$ cat src/sv/hpal_pkg.sv
// ----------------------------------------------------------------------------
// hpal_pkg
// Shared types and constants of the hall pair angle lookup: action codes,
// register indexes, the command classes passed from front to back and the
// state types of the back end.
// ----------------------------------------------------------------------------
`default_nettype none

package hpal_pkg;

  // Default geometry of the level tables and width of the sample fields.
  localparam int TABLE_DEPTH    = 64;
  localparam int SAMPLE_BITS    = 12;
  localparam int FIELD_SAMPLE_W = 12;
  localparam int FIELD_ENTRY_W  = 6;
  localparam int FIELD_COUNT_W  = 7;
  localparam int CODE_W         = 8;
  localparam int STEP_W         = 8;
  localparam int ANGLE_W        = 14;
  localparam int FOUND_W        = 6;

  // Configuration port.
  localparam int CFG_INDEX_W = 3;
  localparam int CFG_DATA_W  = 8;

  localparam logic [CFG_INDEX_W-1:0] REG_LEFT_ROWS     = 3'd0;
  localparam logic [CFG_INDEX_W-1:0] REG_LEFT_COLUMNS  = 3'd1;
  localparam logic [CFG_INDEX_W-1:0] REG_RIGHT_ROWS    = 3'd2;
  localparam logic [CFG_INDEX_W-1:0] REG_RIGHT_COLUMNS = 3'd3;
  localparam logic [CFG_INDEX_W-1:0] REG_STEP_GAIN     = 3'd4;

  localparam logic [STEP_W-1:0] STEP_GAIN_RESET = 8'd1;

  // Action codes of an input transaction.
  localparam logic [1:0] ACT_WR_ROW  = 2'd0;
  localparam logic [1:0] ACT_WR_COL  = 2'd1;
  localparam logic [1:0] ACT_WR_GRID = 2'd2;
  localparam logic [1:0] ACT_QUERY   = 2'd3;

  // Depth of the command queue between front and back.
  localparam int QUEUE_DEPTH = 2;

  // Division by seven of a 16-bit product: floor(x * 74899 / 2^19) is exact
  // for every x below 2^16.
  localparam int PROD_W  = CODE_W + STEP_W;
  localparam int RECIP_W = 17;
  localparam int QUOT_W  = PROD_W + RECIP_W;
  localparam logic [RECIP_W-1:0] DIV7_RECIP = 17'd74899;
  localparam int DIV7_SHIFT = 19;

  // Command classes produced by the front end.
  typedef enum logic [2:0] {
    K_WR_ROW,
    K_WR_COL,
    K_WR_GRID,
    K_QUERY,
    K_NULL
  } hpal_kind_t;

  typedef struct packed {
    hpal_kind_t kind;
    logic       motor;
  } hpal_ctrl_t;

  typedef enum logic [1:0] {
    SC_IDLE,
    SC_RUN,
    SC_DONE
  } hpal_scan_state_t;

  typedef enum logic [2:0] {
    BK_IDLE,
    BK_SCAN,
    BK_GRID,
    BK_MUL,
    BK_OUT
  } hpal_back_state_t;

endpackage

`default_nettype wire

$ cat src/sv/hpal_front.sv
// ----------------------------------------------------------------------------
// hpal_front
// Accepts input transactions, drops writes that fall outside the tables and
// classifies queries, clamping the table counts of the selected motor.
// ----------------------------------------------------------------------------
`default_nettype none

module hpal_front #(
  parameter int TABLE_DEPTH = hpal_pkg::TABLE_DEPTH,
  parameter int LEVEL_W     = hpal_pkg::FIELD_SAMPLE_W,
  localparam int IDX_W      = $clog2(TABLE_DEPTH),
  localparam int CNT_W      = $clog2(TABLE_DEPTH + 1)
) (
  input  wire logic                                      start,
  input  wire logic                                      full,
  input  wire logic [1:0]                                action,
  input  wire logic                                      motor_select,
  input  wire logic [hpal_pkg::FIELD_ENTRY_W-1:0]        entry_row,
  input  wire logic [hpal_pkg::FIELD_ENTRY_W-1:0]        entry_column,
  input  wire logic [hpal_pkg::FIELD_SAMPLE_W-1:0]       level_value,
  input  wire logic [hpal_pkg::CODE_W-1:0]               angle_code,
  input  wire logic [hpal_pkg::FIELD_SAMPLE_W-1:0]       first_sample,
  input  wire logic [hpal_pkg::FIELD_SAMPLE_W-1:0]       second_sample,
  input  wire logic [hpal_pkg::FIELD_COUNT_W-1:0]        left_rows,
  input  wire logic [hpal_pkg::FIELD_COUNT_W-1:0]        left_columns,
  input  wire logic [hpal_pkg::FIELD_COUNT_W-1:0]        right_rows,
  input  wire logic [hpal_pkg::FIELD_COUNT_W-1:0]        right_columns,
  output logic                                           busy,
  output logic                                           push,
  output hpal_pkg::hpal_ctrl_t                           ctrl,
  output logic [IDX_W-1:0]                               row_idx,
  output logic [IDX_W-1:0]                               col_idx,
  output logic [LEVEL_W-1:0]                             data,
  output logic [LEVEL_W-1:0]                             s0,
  output logic [LEVEL_W-1:0]                             s1,
  output logic [CNT_W-1:0]                               rows,
  output logic [CNT_W-1:0]                               cols
);

  localparam int EXT_W = ((IDX_W > hpal_pkg::FIELD_ENTRY_W) ? IDX_W
                          : hpal_pkg::FIELD_ENTRY_W) + 1;
  localparam int CE_W  = (CNT_W > hpal_pkg::FIELD_COUNT_W) ? CNT_W
                          : hpal_pkg::FIELD_COUNT_W;

  logic [EXT_W-1:0] row_ext, col_ext;
  logic             row_ok, col_ok, keep;
  logic [CE_W-1:0]  rows_ext, cols_ext;

  assign row_ext = EXT_W'(entry_row);
  assign col_ext = EXT_W'(entry_column);
  assign row_ok  = row_ext < EXT_W'(TABLE_DEPTH);
  assign col_ok  = col_ext < EXT_W'(TABLE_DEPTH);
  assign row_idx = row_ext[IDX_W-1:0];
  assign col_idx = col_ext[IDX_W-1:0];

  // Counts above the table depth saturate.
  assign rows_ext = CE_W'(motor_select ? right_rows : left_rows);
  assign cols_ext = CE_W'(motor_select ? right_columns : left_columns);
  assign rows = (rows_ext > CE_W'(TABLE_DEPTH)) ? CNT_W'(TABLE_DEPTH) : CNT_W'(rows_ext);
  assign cols = (cols_ext > CE_W'(TABLE_DEPTH)) ? CNT_W'(TABLE_DEPTH) : CNT_W'(cols_ext);

  assign s0 = first_sample[LEVEL_W-1:0];
  assign s1 = second_sample[LEVEL_W-1:0];

  always_comb begin
    ctrl.motor = motor_select;
    data       = level_value[LEVEL_W-1:0];
    unique case (action)
      hpal_pkg::ACT_WR_ROW: begin
        ctrl.kind = hpal_pkg::K_WR_ROW;
        keep      = row_ok;
      end
      hpal_pkg::ACT_WR_COL: begin
        ctrl.kind = hpal_pkg::K_WR_COL;
        keep      = col_ok;
      end
      hpal_pkg::ACT_WR_GRID: begin
        ctrl.kind = hpal_pkg::K_WR_GRID;
        keep      = row_ok && col_ok;
        data      = LEVEL_W'(angle_code);
      end
      default: begin
        ctrl.kind = (rows == '0 || cols == '0) ? hpal_pkg::K_NULL : hpal_pkg::K_QUERY;
        keep      = 1'b1;
      end
    endcase
  end

  assign busy = full;
  assign push = start && !full && keep;

endmodule

`default_nettype wire

$ cat config.mk
export PLATFORM = sky130hd
export DESIGN_NAME = hpal_front
export DESIGN_NICKNAME = d
export VERILOG_FILES = /design/src/sv/hpal_pkg.sv /design/src/sv/hpal_front.sv
export SDC_FILE = /design/constraint.sdc
export NUM_CORES = 1
export LEC_CHECK = 0
export BUFFER_PORTS_ARGS = -buffer_cell sky130_fd_sc_hd__buf_2
export CORE_MARGIN = 5
export CORE_UTILIZATION = 28
export DETAILED_ROUTE_END_ITERATION = 7
export PLACE_DENSITY = 0.91
export RECOVER_POWER = 100
export SLEW_MARGIN = 5
export SYNTH_ARGS = -nofsm -noshare
export SYNTH_HDL_FRONTEND = slang
export SYNTH_SLANG_ARGS = --single-unit
$ cat constraint.sdc
create_clock -name vclk -period 2.58
set_input_delay 0 -clock vclk [all_inputs]
set_output_delay 0 -clock vclk [all_outputs]
set_load 0.01 [all_outputs]
---- Word level (Yosys, flattened, before mapping) ----
Index checks and enable logic that the tools add are counted.
word-level totals
  bits in registers ....................... 0
  output and inout port bits .............. 68
cells by class
  order comparisons ....................... 4
  equality and inequality tests ........... 2
  multiplexer cells ....................... 8
  reduce and logical (&&, ||, !) cells .... 8
operators by type and width
  cell                  count
  $mux W7               4
  $gt A7 B7 Y1 const B  2
  $logic_not A7 Y1      2
  $lt A6 B7 Y1 const B  2
  $mux W12              1
  $pmux W3 S3           1
  $logic_and A1 B1 Y1   3
  $mux W3               1
  $pmux W1 S3           1
  $eq A2 B1 Y1 const B  1
  $eq A2 B2 Y1 const B  1
  $logic_not A2 Y1      1
  $logic_not A1 Y1      1
  $logic_or A1 B1 Y1    1

---- Depth between registers and ports, before layout ----
  word-level depth ........................ 7
  mapped depth ............................ 5

---- Worst setup path after synthesis ----
No wires, ideal clock.
  path type ............................... input to output
  start point ............................. input motor_select
  end point ............................... output ctrl[3] in the netlist's numbering
  data arrival time ....................... 1.171 ns
  path slack .............................. 1.409 ns
  stages on the path ...................... 5
  path buffers ............................ 1
  path through ............................ buf_6 -> or4_1 -> o22ai_2 -> nand4_1 -> a21boi_1
RTL lines
  what                RTL line          text
  start: declaration  hpal_front.sv:17  input wire logic motor_select,
  end: declaration    hpal_front.sv:30  output hpal_pkg::hpal_ctrl_t ctrl,

---- Final worst setup path ----
  start point ............................. input motor_select
  end point ............................... output rows[4]
between the ends
  word-level cells in the longest chain between the ends .. 3
ends and longest elaborated chain
  what              RTL line          text
  $mux W7 (*)       hpal_front.sv:57  assign rows_ext = CE_W'(motor_select ? right_rows : left_rows);
  $gt A7 B7 Y1      hpal_front.sv:59  assign rows = (rows_ext > CE_W'(TABLE_DEPTH)) ? CNT_W'(TABLE_DEPTH) : CNT_W'(rows_ext);
  $mux W7 (*)       hpal_front.sv:59
  end: declaration  hpal_front.sv:36  output logic [CNT_W-1:0] rows,
Every way passes the cells marked *; elsewhere a longest branch is shown, timed or not.

==> results.py <==
metrics = {
    "outcome": {
        "outcome": "completed",
    },
    "die": {
        "fp.coreArea_mm2": 0.00269,
        "fp.dieW_um": 62.2,
        "die_h_um": 62.2,
        "start_util_pct": 28.4,
        "die_area_mm2": 0.00387,
        "ios": 157,
        "rows": 19,
    },
    "setup_path": {
        "start_kind": "input pin",
        "crit_type": "in -> out",
        "critPathCaptureType": "primary output",
        "cp.arrival_ns": 1.69,
        "cp.required_ns": 2.58,
        "crit_path_max_fanout": 21,
    },
    "hold_path": {
        "hp-class": "in -> out",
        "hold_depth": 0,
        "worstHoldEndpoint": "s1[5]",
        "hold_path_startpoint": "second_sample[5]",
    },
    "sta": {
        "hold_violations": 0,
        "setup_viol": 0,
        "final.period_utilization_pct": 65.5,
        "tns_ns": 0,
        "worstMarginPinSlew_ns": 0.817,
        "finalCriticalPeriod_ns": 1.69,
        "grt_setup_unrepaired": "false",
        "relSlewSlack_pct": 45.4,
        "fmax_mhz": 592,
        "slew_viol_final": 0,
    },
    "grt": {
        "grt_pass1_wl_um": 4000,
        "track_usage_pct": 11.9,
        "grt_max_degree": 22,
        "gr-total-overflow": 0,
        "first_global_vias": 854,
        "antenna_found_initial": 0,
    },
    "finish": {
        "area_growth_pct": 15.4,
        "clockBufferCount": 0,
        "seq_area_um2": 0,
        "nets": 237,
        "seq_cell_count": 0,
        "drive_gt1_share_pct": 44.5,
        "final_cell_area_um2": 881,
        "antenna_cells": 0,
        "fillers": 316,
        "instances_no_fill": 177,
    },
    "power": {
        "ir_drop_uv": 88.5,
        "p_per_area_mw_per_mm2": 171,
        "power_leakage_nw": 0.449,
    },
    "drt": {
        "drt_wl_total_um": 2570,
        "first_iter_violations": 3,
        "wl_per_cell_um": 14.5,
        "drc": 0,
        "antenna_left": 0,
        "first_pass_iters": 4,
        "via_per_inst": 4.85,
        "vias": 859,
    },
    "synth": {
        "syn_area_um2": 763,
        "synth_area_leader_cell": "buf_4",
        "synth-seq-area-share_pct": 0,
        "syn_inst": 102,
        "synth_nets": 191,
        "yosysMostFrequentCell": "buf_4",
        "synth_common_cells": "buf_4 (38), mux2i_1 (14), nor2_1 (13)",
        "yosys_warnings": 0,
        "synth.top_cell.area_share_pct": 37.4,
        "yosysUniqueCellTypes": 21,
        "synthTopCellsByArea": "buf_4 (37%), mux2i_1 (18%), mux2_2 (12%)",
        "synth_area_per_cell_um2": 7.48,
    },
    "placement": {
        "gp_congestion": 0.713,
        "port_buffers": 85,
        "hpwl_um": 2330,
        "placed_cells": 177,
        "place_area_um2": 923,
    },
    "clock_network": {
        "hold_buffers": 0,
        "cts_setup_buffers": 0,
        "cts_resized": 0,
    },
    "job": {
        "cap_violations": 0,
    },
}
==> how the worst max path moves through the flow <==
stage | from | endpoint | depth (start not counted)
2_1_floorplan | motor_select | ctrl[3] | 5
3_3_place_gp | motor_select | ctrl[1] | 6
3_5_place_dp | motor_select | ctrl[1] | 6
4_1_cts | motor_select | ctrl[1] | 6
5_1_grt | motor_select | rows[4] | 6
6_report | motor_select | rows[4] | 6
==> critical path, stage by stage <==
cell,delay [ns]
buf_2,0.41
or4b_1,0.49
o22ai_1,0.26
a21oi_1,0.21
nor2_1,0.15
clkbuf_1,0.16
==> cells in the final DEF, fill, tap and decap left out <==
cell	Yosys	layout
buf_2	0	56
clkbuf_1	2	29
mux2i_1	14	14
nor2_1	13	13
mux2_2	8	8
nor2b_1	6	6
and3_1	3	3
inv_1	2	2
or4_1	2	2
o211ai_1	2	2
nand4_1	2	2
nand2b_1	1	1
o32ai_1	1	1
or4b_1	1	1
o22ai_1	0	1
a21oi_1	1	1
nor4_2	1	1
nor4_1	1	1
nor3_1	1	1
a21boi_0	0	1
==> area by class of cell <==
| class | count | area [um^2] | share of cell area, % |
|---|---|---|---|
| multi-input combinational | 59 | 445 | 50.6 |
| timing repair buffer | 85 | 389 | 44.2 |
| tap | 31 | 38.8 | 4.40 |
| inverter | 2 | 7.51 | 0.852 |
==> where the power goes <==
group	leakage [nW]	switching (mW)	internal, mW	total, mW
logic	0.449	0.0787	0.0719	0.151
clock network	0	0	0	0
registers	0	0	0	0
==> metal layers <==
| layer | track usage [%] | vias to the layer above | part of all wire (%) |
|---|---|---|---|
| li1 | - | 403 | - |
| met1 | 10.9 | 360 | 32 |
| met2 | 21.1 | 82 | 46 |
| met3 | 7.21 | 14 | 18 |
| met4 | 4.34 | 0 | 3.7 |
| met5 | 0 | - | 0 |
==> metrics by stage <==
stage / worst slack [ns] / hold WS, ns / total power, mW / util [%]
global route: 0.676 / 0.0000161 / 0.169 / 32.8
detailed placement: 0.970 / 0.0000686 / 0.161 / 34.4
global placement: 1.01 / 0.0000686 / 0.158 / 34.4
finish: 0.891 / 0.00000447 / 0.151 / 32.8
CTS: 0.967 / 0.0000686 / 0.161 / 34.4
floorplan: 1.41 / 0.0464 / 0.137 / -
==> cells by family (layout without fill, tap and decap cells) <==
logic type / count (synthesis) / in the layout / share of synthesized area, %
buffers and inverters: 43 / 87 / 40.8
and+or+nand+nor: 31 / 31 / 22.6
muxes: 22 / 22 / 30.2
AOI/OAI and AO/OA: 6 / 6 / 6.39
Note: power is estimated with default switching activity, not from simulation.
