<file path="src/sv/hpal_pkg.sv">
// ----------------------------------------------------------------------------
// hpal_pkg
// Shared types and constants of the hall pair angle lookup: action codes,
// register indexes, the command classes passed from front to back and the
// state types of the back end.
// ----------------------------------------------------------------------------
`default_nettype none

package hpal_pkg;

  // Default geometry of the level tables and width of the sample fields.
  localparam int TABLE_DEPTH    = 64;
  localparam int SAMPLE_BITS    = 12;
  localparam int FIELD_SAMPLE_W = 12;
  localparam int FIELD_ENTRY_W  = 6;
  localparam int FIELD_COUNT_W  = 7;
  localparam int CODE_W         = 8;
  localparam int STEP_W         = 8;
  localparam int ANGLE_W        = 14;
  localparam int FOUND_W        = 6;

  // Configuration port.
  localparam int CFG_INDEX_W = 3;
  localparam int CFG_DATA_W  = 8;

  localparam logic [CFG_INDEX_W-1:0] REG_LEFT_ROWS     = 3'd0;
  localparam logic [CFG_INDEX_W-1:0] REG_LEFT_COLUMNS  = 3'd1;
  localparam logic [CFG_INDEX_W-1:0] REG_RIGHT_ROWS    = 3'd2;
  localparam logic [CFG_INDEX_W-1:0] REG_RIGHT_COLUMNS = 3'd3;
  localparam logic [CFG_INDEX_W-1:0] REG_STEP_GAIN     = 3'd4;

  localparam logic [STEP_W-1:0] STEP_GAIN_RESET = 8'd1;

  // Action codes of an input transaction.
  localparam logic [1:0] ACT_WR_ROW  = 2'd0;
  localparam logic [1:0] ACT_WR_COL  = 2'd1;
  localparam logic [1:0] ACT_WR_GRID = 2'd2;
  localparam logic [1:0] ACT_QUERY   = 2'd3;

  // Depth of the command queue between front and back.
  localparam int QUEUE_DEPTH = 2;

  // Division by seven of a 16-bit product: floor(x * 74899 / 2^19) is exact
  // for every x below 2^16.
  localparam int PROD_W  = CODE_W + STEP_W;
  localparam int RECIP_W = 17;
  localparam int QUOT_W  = PROD_W + RECIP_W;
  localparam logic [RECIP_W-1:0] DIV7_RECIP = 17'd74899;
  localparam int DIV7_SHIFT = 19;

  // Command classes produced by the front end.
  typedef enum logic [2:0] {
    K_WR_ROW,
    K_WR_COL,
    K_WR_GRID,
    K_QUERY,
    K_NULL
  } hpal_kind_t;

  typedef struct packed {
    hpal_kind_t kind;
    logic       motor;
  } hpal_ctrl_t;

  typedef enum logic [1:0] {
    SC_IDLE,
    SC_RUN,
    SC_DONE
  } hpal_scan_state_t;

  typedef enum logic [2:0] {
    BK_IDLE,
    BK_SCAN,
    BK_GRID,
    BK_MUL,
    BK_OUT
  } hpal_back_state_t;

endpackage

`default_nettype wire

</file>
<file path="src/sv/hpal_queue.sv">
// ----------------------------------------------------------------------------
// hpal_queue
// Short command queue that decouples the front end from the back end.
// ----------------------------------------------------------------------------
`default_nettype none

module hpal_queue #(
  parameter int WIDTH = 8
) (
  input  wire logic             clk,
  input  wire logic             rst,
  input  wire logic             push,
  input  wire logic [WIDTH-1:0] push_data,
  input  wire logic             pop,
  output logic                  full,
  output logic                  head_valid,
  output logic [WIDTH-1:0]      head
);

  localparam int QD   = hpal_pkg::QUEUE_DEPTH;
  localparam int PW   = (QD > 1) ? $clog2(QD) : 1;
  localparam int CW   = $clog2(QD + 1);

  logic [WIDTH-1:0] slots [QD];
  logic [PW-1:0]    wr_ptr, rd_ptr;
  logic [CW-1:0]    count;

  assign full       = (count == CW'(QD));
  assign head_valid = (count != '0);
  assign head       = slots[rd_ptr];

  always_ff @(posedge clk) begin
    if (push) begin
      slots[wr_ptr] <= push_data;
    end
  end

  always_ff @(posedge clk) begin
    if (rst) begin
      wr_ptr <= '0;
      rd_ptr <= '0;
      count  <= '0;
    end else begin
      if (push) begin
        wr_ptr <= (wr_ptr == PW'(QD - 1)) ? '0 : wr_ptr + 1'b1;
      end
      if (pop) begin
        rd_ptr <= (rd_ptr == PW'(QD - 1)) ? '0 : rd_ptr + 1'b1;
      end
      if (push && !pop) begin
        count <= count + 1'b1;
      end else if (pop && !push) begin
        count <= count - 1'b1;
      end
    end
  end

  a_pop_nonempty: assert property (@(posedge clk) disable iff (rst)
    pop |-> head_valid)
    else $error("queue popped while empty");

  a_push_count: assert property (@(posedge clk) disable iff (rst)
    (push && !pop) |=> (count == $past(count) + 1'b1))
    else $error("queue count did not follow a push");

endmodule

`default_nettype wire

</file>
<file path="config.mk">
export PLATFORM = sky130hd
export DESIGN_NAME = hpal_queue
export DESIGN_NICKNAME = d
export VERILOG_FILES = /design/src/sv/hpal_pkg.sv /design/src/sv/hpal_queue.sv
export SDC_FILE = /design/constraint.sdc
export NUM_CORES = 1
export LEC_CHECK = 0
export BUFFER_PORTS_ARGS = -buffer_cell sky130_fd_sc_hd__buf_2
export CORE_MARGIN = 2
export CORE_UTILIZATION = 45
export CTS_CLUSTER_SIZE = 14
export DETAILED_ROUTE_END_ITERATION = 10
export PLACE_DENSITY = 0.7
export SETUP_SLACK_MARGIN = 0.02
export SLEW_MARGIN = 20
export SYNTH_ARGS = -nofsm -noshare
export SYNTH_HDL_FRONTEND = slang
export SYNTH_SLANG_ARGS = --single-unit
</file>
<file path="constraint.sdc">
create_clock -name clk -period 1.3 [get_ports clk]
set_input_delay 0.195 -clock clk [delete_from_list [all_inputs] [get_ports clk]]
set_output_delay 0.195 -clock clk [all_outputs]
set_load 0.005 [all_outputs]
</file>
== Word-level counts from Yosys, hierarchy flattened ==
Memory sizes are Yosys's and may differ from the RTL's. A register that Yosys moved wholly into a read port is not among the register bits.
Cells that the tools add are included.
Word-level totals
  register bits after elaboration: 4
  memory bits (writable): 16
  input bits: 12
  output and inout port bits: 10
  logic and storage cells: 23
  memories kept: 1
Operators by class
  $add $sub $neg: 4
  eq/ne operators: 1
  mux-type cells: 8
  reductions and logical operators: 6
Memories
  slots: depth 2, bits a word 8, rd ports 1, clocked after memory_dff 1, wr ports 1, line hpal_queue.sv:24  | logic [WIDTH-1:0] slots [QD];
Operators by type and width (count)
  1-bit two-way mux: 6
  2-bit two-way mux: 2
  2-bit nonzero test: 2
  1-bit adder (second input constant): 2
  2-bit by 1-bit adder with 2-bit output (second input constant): 1
  2-bit == test (second input constant): 1
  1-bit logical AND: 2
  1-bit logical NOT: 2
  2-bit by 1-bit subtractor with 2-bit output (second input constant): 1

== Longest topological paths before layout ==
Gate-level depths: netlist (run 1).
  word-level depth: 4
  gate-level depth with buffers: 5
  gate-level depth less buffers: 5

== Least setup slack after synthesis (run 1) ==
No wires, ideal clock.
  path type: reg2reg
  from: reg wr_ptr
  to: mem slots[0][0] (enable)
  setup time: 0.373 ns
  arrival time: 0.715 ns
  required time: 0.927 ns
  slack: 0.212 ns
  cell stages (with the launch flop): 2
  path buffers: 0
  clock period less this slack: 1.088 ns
  cells stage by stage: dfxtp_1 > nor2b_1
RTL lines
  from (decl): line hpal_queue.sv:25  | logic [PW-1:0] wr_ptr, rd_ptr;
  from (signal assigned): line hpal_queue.sv:45  | wr_ptr <= (wr_ptr == PW'(QD - 1)) ? '0 : wr_ptr + 1'b1;
  to (decl): line hpal_queue.sv:24
No word-level cell before the write port.

==> results.ini, run 1 <==
[outcome]
status = complete, but fails checks
failed_checks = setup timing

[clocking]
cts_tree = done
clock_latency_ns = 0.28
cts_sinks = 21
clock-root-buffer = clkbuf_4
cts.reportedPaths.clkPinSlew_ns = 0.11
htreeDepth = 1
numCtsBuffers = 3
cts_hold_buf = 0
cts_buffer_depth = 2
post_cts_buffers = 0

[worst_setup_path]
arrival_ns = 1.19
rr_worst_depth = 1
cp_slowest_cell = dfxtp_2
crit_fanout = 8
critical_path_class = register to output pin
cp-start-kind = register
worstSetupEndpointType = output pin
crit_cells = 3
max_stage_delay_ns = 0.36
critPathBufInv = 2
rr_startpoint = wr_ptr
path_cells = buf_12 -> mux2_4 -> buf_6
crit_required_ns = 1.11
cp_top_family = flip-flops

[floorplan]
die-area_mm2 = 0.00210
io_pins = 22
die_y_um = 45.8
start_util = 0.465
coreArea_mm2 = 0.00169
rows = 15
die-width_um = 45.8

[timing]
period_share = 1.06
slew_headroom = 0.748
max_freq_mhz = 723
rsz0062_at_grt = yes
holdWs_ns = 0.0917
drv_slew = 0
fin_worst_skew_ns = 0.00471
post-route-min-period_ns = 1.38
worst_slew_pin_slew_ns = 0.378
setup_viol = 8
setup_ws_ns = -0.0834
hold_viol = 0

[global_route]
grt_use_total = 0.118
grt_antenna_before_repair = 0
grt_max_degree = 12
grt_remaining_overflow = 0
grt_pass1_vias = 436
grt_pass1_wl_mm = 1.71

[synthesis]
yosys.area.top_type = edfxtp_1
synthesis.nets = 60
ys_types = 16
ys_warn_count = 0
synth.area.top_cells = edfxtp_1 61%, dfxtp_1 13%, mux2_2 11%, xnor2_1 2.2%, xor2_1 2.2%
yosys.area.top_type_share = 0.611
yosysSeqAreaShare = 0.739
postSynthAreaPerCell_um2 = 16.7
synth_cells = 47
ys_ff_latch = 21
synth_area_um2 = 786

[min_path]
whs_path_depth = 1
hold_start = push_data[1]
hp-class = input port to register

[layout]
drive_gt1_frac = 0.521
antenna_cells = 0
areaGrowthSynthToFinish_pct = 32.8
fin_nets = 87

[drt]
wl_per_cell_um = 12.5
drc_errors = 0
drt-total-wl_mm = 1.13
vias = 454
dr.pass1.iters = 4
drtAntennaViolNets = 0
drtIter0Drc = 3
vias_per_cell = 5.04

[pwr]
p_per_area_mw_per_mm2 = 1280
ir_worst_vdd_mv = 1.01
power.leakage_uw = 0.000437

[place]
dp.final_hpwl_um = 774
dp_slack_ns = 0.103
portBuffers = 21
routabilityCongestion = 0.584

[flow_run]
maxCapViolCount = 0

[layer usage]
layer / GRT usage / share of wire / up-vias
met4: 0.0514 / 0.012 / 0
met1: 0.139 / 0.41 / 219
li1: - / - / 219
met5: 0 / 0 / -
met2: 0.197 / 0.52 / 14
met3: 0.0357 / 0.054 / 2
[metrics by stage]
stage / utilization / area, um2 / TNS [ns] / cells / total power (uW)
3_5_place_dp: 0.553 / 935 / 0 / 86 / 1000
6_report: 0.618 / 1040 / -0.645 / 90 / 1330
3_3_place_gp: 0.553 / 935 / 0 / 86 / 995
4_1_cts: 0.613 / 1040 / -0.792 / 90 / 1340
2_1_floorplan: - / 786 / 0 / 47 / 910
5_1_grt: 0.618 / 1040 / -1.05 / 90 / 1390
[sequential cells by signal, indices dropped and copies added, names as in the netlist, named ones only]
name and cells:
count 2, wr_ptr 1, rd_ptr 1, slots 16
[Yosys cell counts]
library cell and number:
a21oi_1 1, or2_2 1, xnor2_1 2, inv_1 1, ha_1 1, dfxtp_1 5
or3_1 1, edfxtp_1 16, and2b_2 1, xor2_1 2, o21ai_0 1, mux2_2 8
nor2b_1 1, nor2_1 4, and2_1 1, buf_2 1
[report_power, final]
group,switching [uW],internal [uW]
Clock,170,119
Sequential,23.2,776
Combinational,88.3,156
Total,282,1050
[path summary, 6_finish.rpt]
check,slack [ns],end
min,0.09,slots[0][1]
min reg2reg,0.51,count[1]
max,-0.08,head[1]
max reg2reg,0.22,slots[1][0]
[cell families after synthesis]
group,count (synthesis),synth area share
buffers and inverters,2,0.0111
XOR/XNOR,4,0.0446
multiplexers,8,0.115
flip-flops,21,0.739
AO/OA/AOI/OAI,2,0.0127
adder cells (fa/ha/maj),1,0.0159
AND/OR/NAND/NOR,9,0.0621
[placed cells by master, fill, tap and decap left out, types with 2 or more instances in the layout]
cell type,n
edfxtp_1,16
buf_2,13
mux2_4,8
buf_6,8
nor2_1,4
clkbuf_4,3
dfxtp_1,3
xor2_1,2
xnor2_1,2
dfxtp_2,2
[repair_timing]
action,in CTS,in global routing
gates resized for setup,16,2
cloned,0,0
endpoints found under the setup margin,8,9
endpoints found under the hold margin,0,0
[area by class of cell]
class | count | area (um2)
Clock buffer | 4 | 26.3
Fill cell | 143 | 646
Inverter | 1 | 3.75
Multi-Input combinational cell | 24 | 226
Sequential cell | 21 | 583
Tap cell | 17 | 21.3
Timing Repair Buffer | 23 | 183
No activity file was read; power rests on OpenSTA's default activity.
==> run 2, diff against run 1 <==
--- a/config.mk
+++ b/config.mk
@@ -6,6 +6,7 @@
 export NUM_CORES = 1
 export LEC_CHECK = 0
 export BUFFER_PORTS_ARGS = -buffer_cell sky130_fd_sc_hd__buf_2
+export CAP_MARGIN = 20
 export CORE_MARGIN = 2
 export CORE_UTILIZATION = 45
 export CTS_CLUSTER_SIZE = 14
==> constraint.sdc (replaced) <==
create_clock -name clk -period 1.3 [get_ports clk]
set_input_delay 0.195 -clock clk [delete_from_list [all_inputs] [get_ports clk]]
set_output_delay 0.195 -clock clk [all_outputs]
set_load 0.01 [all_outputs]
==> results.ini, run 2 (synthesis gave the netlist of run 1 again) <==
[drt]
drtAntennaViolNets = 0
drt-total-wl_mm = 1.12
drc_errors = 0
drtIter0Drc = 3
vias = 454
wl_per_cell_um = 12.5
vias_per_cell = 5.04
dr.pass1.iters = 4

[layout]
final_cell_mix = 16 x edfxtp_1, 13 x buf_2, 8 x mux2_4, 8 x buf_6, 4 x nor2_1
post-route-util = 0.618
drive_gt1_frac = 0.521
layout_commonest_cell = edfxtp_1
fillerInstances = 143
largest_reg_flops = 16
multiInputGateArea_um2 = 226
largest_register = slots
final_cells = 90
areaGrowthSynthToFinish_pct = 32.8
regArea_um2 = 583
fin_nets = 87
antenna_cells = 0
reg_top3 = slots x16, count x2

[global_route]
grt_antenna_before_repair = 0
grt_pass1_wl_mm = 1.76
grt_use_total = 0.121
grt_pass1_vias = 441
grt_remaining_overflow = 0
grt_max_degree = 12

[pwr]
switching_share = 0.220
p_int_uw = 1050
p_seq_frac = 0.593
power.leakage_uw = 0.000437
ir_worst_vdd_mv = 1.04
p_comb_frac = 0.193
p_clk_frac = 0.214
p_per_area_mw_per_mm2 = 1290
switchingPower_uw = 296

[floorplan]
die-area_mm2 = 0.00210
io_pins = 22
start_util = 0.465
rows = 15
die-width_um = 45.8
coreArea_mm2 = 0.00169
die_y_um = 45.8

[timing]
period_share = 1.07
holdWs_ns = 0.0917
setup_viol = 8
rsz0062_at_grt = yes
slew_headroom = 0.748
worst_slew_pin_slew_ns = 0.378
setup_ws_ns = -0.0889
fin_worst_skew_ns = 0.00471
drv_slew = 0
setup-tns-final_ns = -0.690
post-route-min-period_ns = 1.39
max_freq_mhz = 720
hold_viol = 0

[clocking]
cts_sinks = 21
clock-root-buffer = clkbuf_4
cts_buffer_depth = 2
clock_latency_ns = 0.28
cts_tree = done
cts.reportedPaths.clkPinSlew_ns = 0.11
numCtsBuffers = 3
htreeDepth = 1
cts_hold_buf = 0

[min_path]
hold_start = push_data[1]
hp-class = input port to register

[worst_setup_path]
critical_path_class = register to output pin
rr_startpoint = wr_ptr
crit_required_ns = 1.11
arrival_ns = 1.19
worstSetupEndpointType = output pin
crit_fanout = 8
cp-start-kind = register

[place]
portBuffers = 21
dp_slack_ns = 0.103
routabilityCongestion = 0.584
dp.final_hpwl_um = 774
dp_cells = 86

[flow_run]
maxCapViolCount = 0

[outcome]
status = complete, but fails checks
failed_checks = setup timing

run 2: path summary, 6_finish.rpt:
path | endpoint | slack, ns | cells past startpoint
worst min-delay path | slots[0][1] | 0.09 | 1
worst max-delay path | head[1] | -0.09 | 3
worst max register to register | slots[1][0] | 0.22 | 1
worst min register to register | count[1] | 0.51 | 2
run 2: area by class of cell:
class | instances | share of cell area
flip-flops and latches | 21 | 0.559
multi-input cells | 24 | 0.217
repair buffers | 23 | 0.175
clock buffers | 4 | 0.0252
well taps | 17 | 0.0204
inverters | 1 | 0.00360
run 2: timing repair:
action | in CTS | in global routing
pin swaps | 0 | 0
setup buffers | 0 | 0
gates resized for setup | 17 | 1
setup endpoints to repair | 8 | 9
run 2: per-stage QoR:
step	cell area (um2)	power [uW]
2_1_floorplan	786	926
3_3_place_gp	935	1010
3_5_place_dp	935	1020
4_1_cts	1040	1360
5_1_grt	1040	1410
6_report	1040	1350
run 2: worst max-delay path: stages (launching register included):
cell and delay, ns:
dfxtp_2 0.36, buf_12 0.13, mux2_4 0.30, buf_6 0.12
run 2: power groups by stage:
stage | Sequential (uW) | Combinational [uW] | Clock, uW
6_report | 800 | 260 | 289
5_1_grt | 805 | 282 | 318
4_1_cts | 799 | 263 | 304
3_5_place_dp | 812 | 205 | 0
3_3_place_gp | 809 | 201 | 0
2_1_floorplan | 804 | 122 | 0
run 2: per-layer routing:
| metal | track usage | up-vias | part of all wire | wire [um] |
|---|---|---|---|---|
| li1 | - | 219 | - | - |
| met1 | 0.139 | 219 | 0.40 | 451 |
| met2 | 0.206 | 14 | 0.52 | 584 |
| met3 | 0.0397 | 2 | 0.066 | 74 |
| met4 | 0.0514 | 0 | 0.012 | 14 |
| met5 | 0 | - | 0 | 0 |
==> run 3, diff against run 2 <==
--- a/config.mk
+++ b/config.mk
@@ -11,6 +11,7 @@
 export CORE_UTILIZATION = 45
 export CTS_CLUSTER_SIZE = 14
 export DETAILED_ROUTE_END_ITERATION = 10
+export GPL_TIMING_DRIVEN = 0
 export PLACE_DENSITY = 0.7
 export SETUP_SLACK_MARGIN = 0.02
 export SLEW_MARGIN = 20
==> results.ini, run 3 (synthesis gave the netlist of run 1 again) <==
[worst_setup_path]
cp-start-kind = register
worstSetupEndpointType = output pin
arrival_ns = 1.20
critical_path_class = register to output pin
max_stage_delay_ns = 0.34
rr_startpoint = wr_ptr
critPathBufInv = 2
cp_slowest_cell = dfxtp_2
path_cells = buf_8 -> mux2_4 -> buf_6
crit_fanout = 8
cp_top_family = flip-flops
crit_required_ns = 1.11

[drt]
dr.pass1.iters = 4
wl_per_cell_um = 12.9
drc_errors = 0
drtAntennaViolNets = 0
drt-total-wl_mm = 1.17
vias_per_cell = 4.93
vias = 444
drtIter0Drc = 5

[pwr]
ir_worst_vdd_mv = 0.688
power.leakage_uw = 0.000438
power.total_uw = 1360
p_per_area_mw_per_mm2 = 1300

[timing]
period_share = 1.07
post-route-min-period_ns = 1.39
setup_ws_ns = -0.0947
hold_viol = 0
worst_slew_pin_slew_ns = 0.426
slew_headroom = 0.715
fin_worst_skew_ns = 0.00798
drv_slew = 0
max_freq_mhz = 717
setup_viol = 8
rsz0062_at_grt = yes

[floorplan]
rows = 15
start_util = 0.465
coreArea_mm2 = 0.00169
die-area_mm2 = 0.00210
die_y_um = 45.8
die-width_um = 45.8
io_pins = 22

[clocking]
clock-root-buffer = clkbuf_4
cts_sinks = 21
htreeDepth = 1
cts_buffer_depth = 2
cts_tree = done
numCtsBuffers = 3
cts.reportedPaths.clkPinSlew_ns = 0.11
clock_latency_ns = 0.29

[place]
place_area_um2 = 912
portBuffers = 21
dp_cells = 85
routabilityCongestion = 0.633

[global_route]
grt_use_total = 0.123
grt_remaining_overflow = 0
grt_max_degree = 12
grt_pass1_vias = 428
grt_pass1_wl_mm = 1.75
grt_antenna_before_repair = 0

[outcome]
failed_checks = setup timing
status = complete, but fails checks

[min_path]
hold_start = push_data[1]
hp-class = input port to register

[layout]
areaGrowthSynthToFinish_pct = 32.6
final_cell_mix = 16 x edfxtp_1, 13 x buf_2, 8 x mux2_4, 8 x buf_6, 4 x nor2_1
final_cells = 90
post-route-util = 0.617
antenna_cells = 0
drive_gt1_frac = 0.548
fillerInstances = 138
largest_register = slots
largest_reg_flops = 16
layout_commonest_cell = edfxtp_1
final_area_mm2 = 0.00104
reg_top3 = slots x16, count x2
fin_nets = 87

[flow_run]
maxCapViolCount = 0

[run 3: cell counts in the layout (fill, tap and decap cells not counted)]
No cell type changed its count.
[run 3: layer usage]
layer / GRT usage / wire length [um] / up-vias
met3: 0.0317 / 89 / 2
li1: - / - / 223
met2: 0.206 / 599 / 16
met4: 0.0857 / 12 / 0
met1: 0.135 / 463 / 203
met5: 0 / 0 / -
[run 3: cell type report]
cell class                 instances  area (um2)  share of cell area
sequential                        21         584               0.561
multi-input combinational         24         229               0.220
timing repair buffer              22         163               0.156
clock buffer                       4        26.3              0.0252
tap                               17        21.3              0.0204
buffer                             1        15.0              0.0144
inverter                           1        3.75             0.00360
[run 3: final timing paths]
path	to	slack, ns	cells after the start
worst min-delay path	slots[1][1]	0.08	1
worst max register to register	slots[1][0]	0.20	1
worst max-delay path	head[3]	-0.09	3
worst min register to register	count[0]	0.54	2
[run 3: through the flow]
stage                     hold WS, ns  setup WS [ns]  TNS [ns]
after floorplan                 0.264          0.212         0
after global placement          0.383        0.00634         0
after detailed placement        0.387       -0.00327   -0.0241
after CTS                      0.0755         -0.113    -0.880
after global routing           0.0640         -0.149     -1.15
final                          0.0791        -0.0947    -0.731
[run 3: timing repair]
action	4_1_cts	5_1_grt
hold endpoints to repair	0	0
setup buffers	0	1
hold buffers	0	0
setup endpoints to repair	16	10
gates resized for setup	21	2
[run 3: report_power, final]
part	switching (uW)	total [uW]	internal, uW
logic	105	261	156
registers	22.1	800	778
clock network	176	296	119
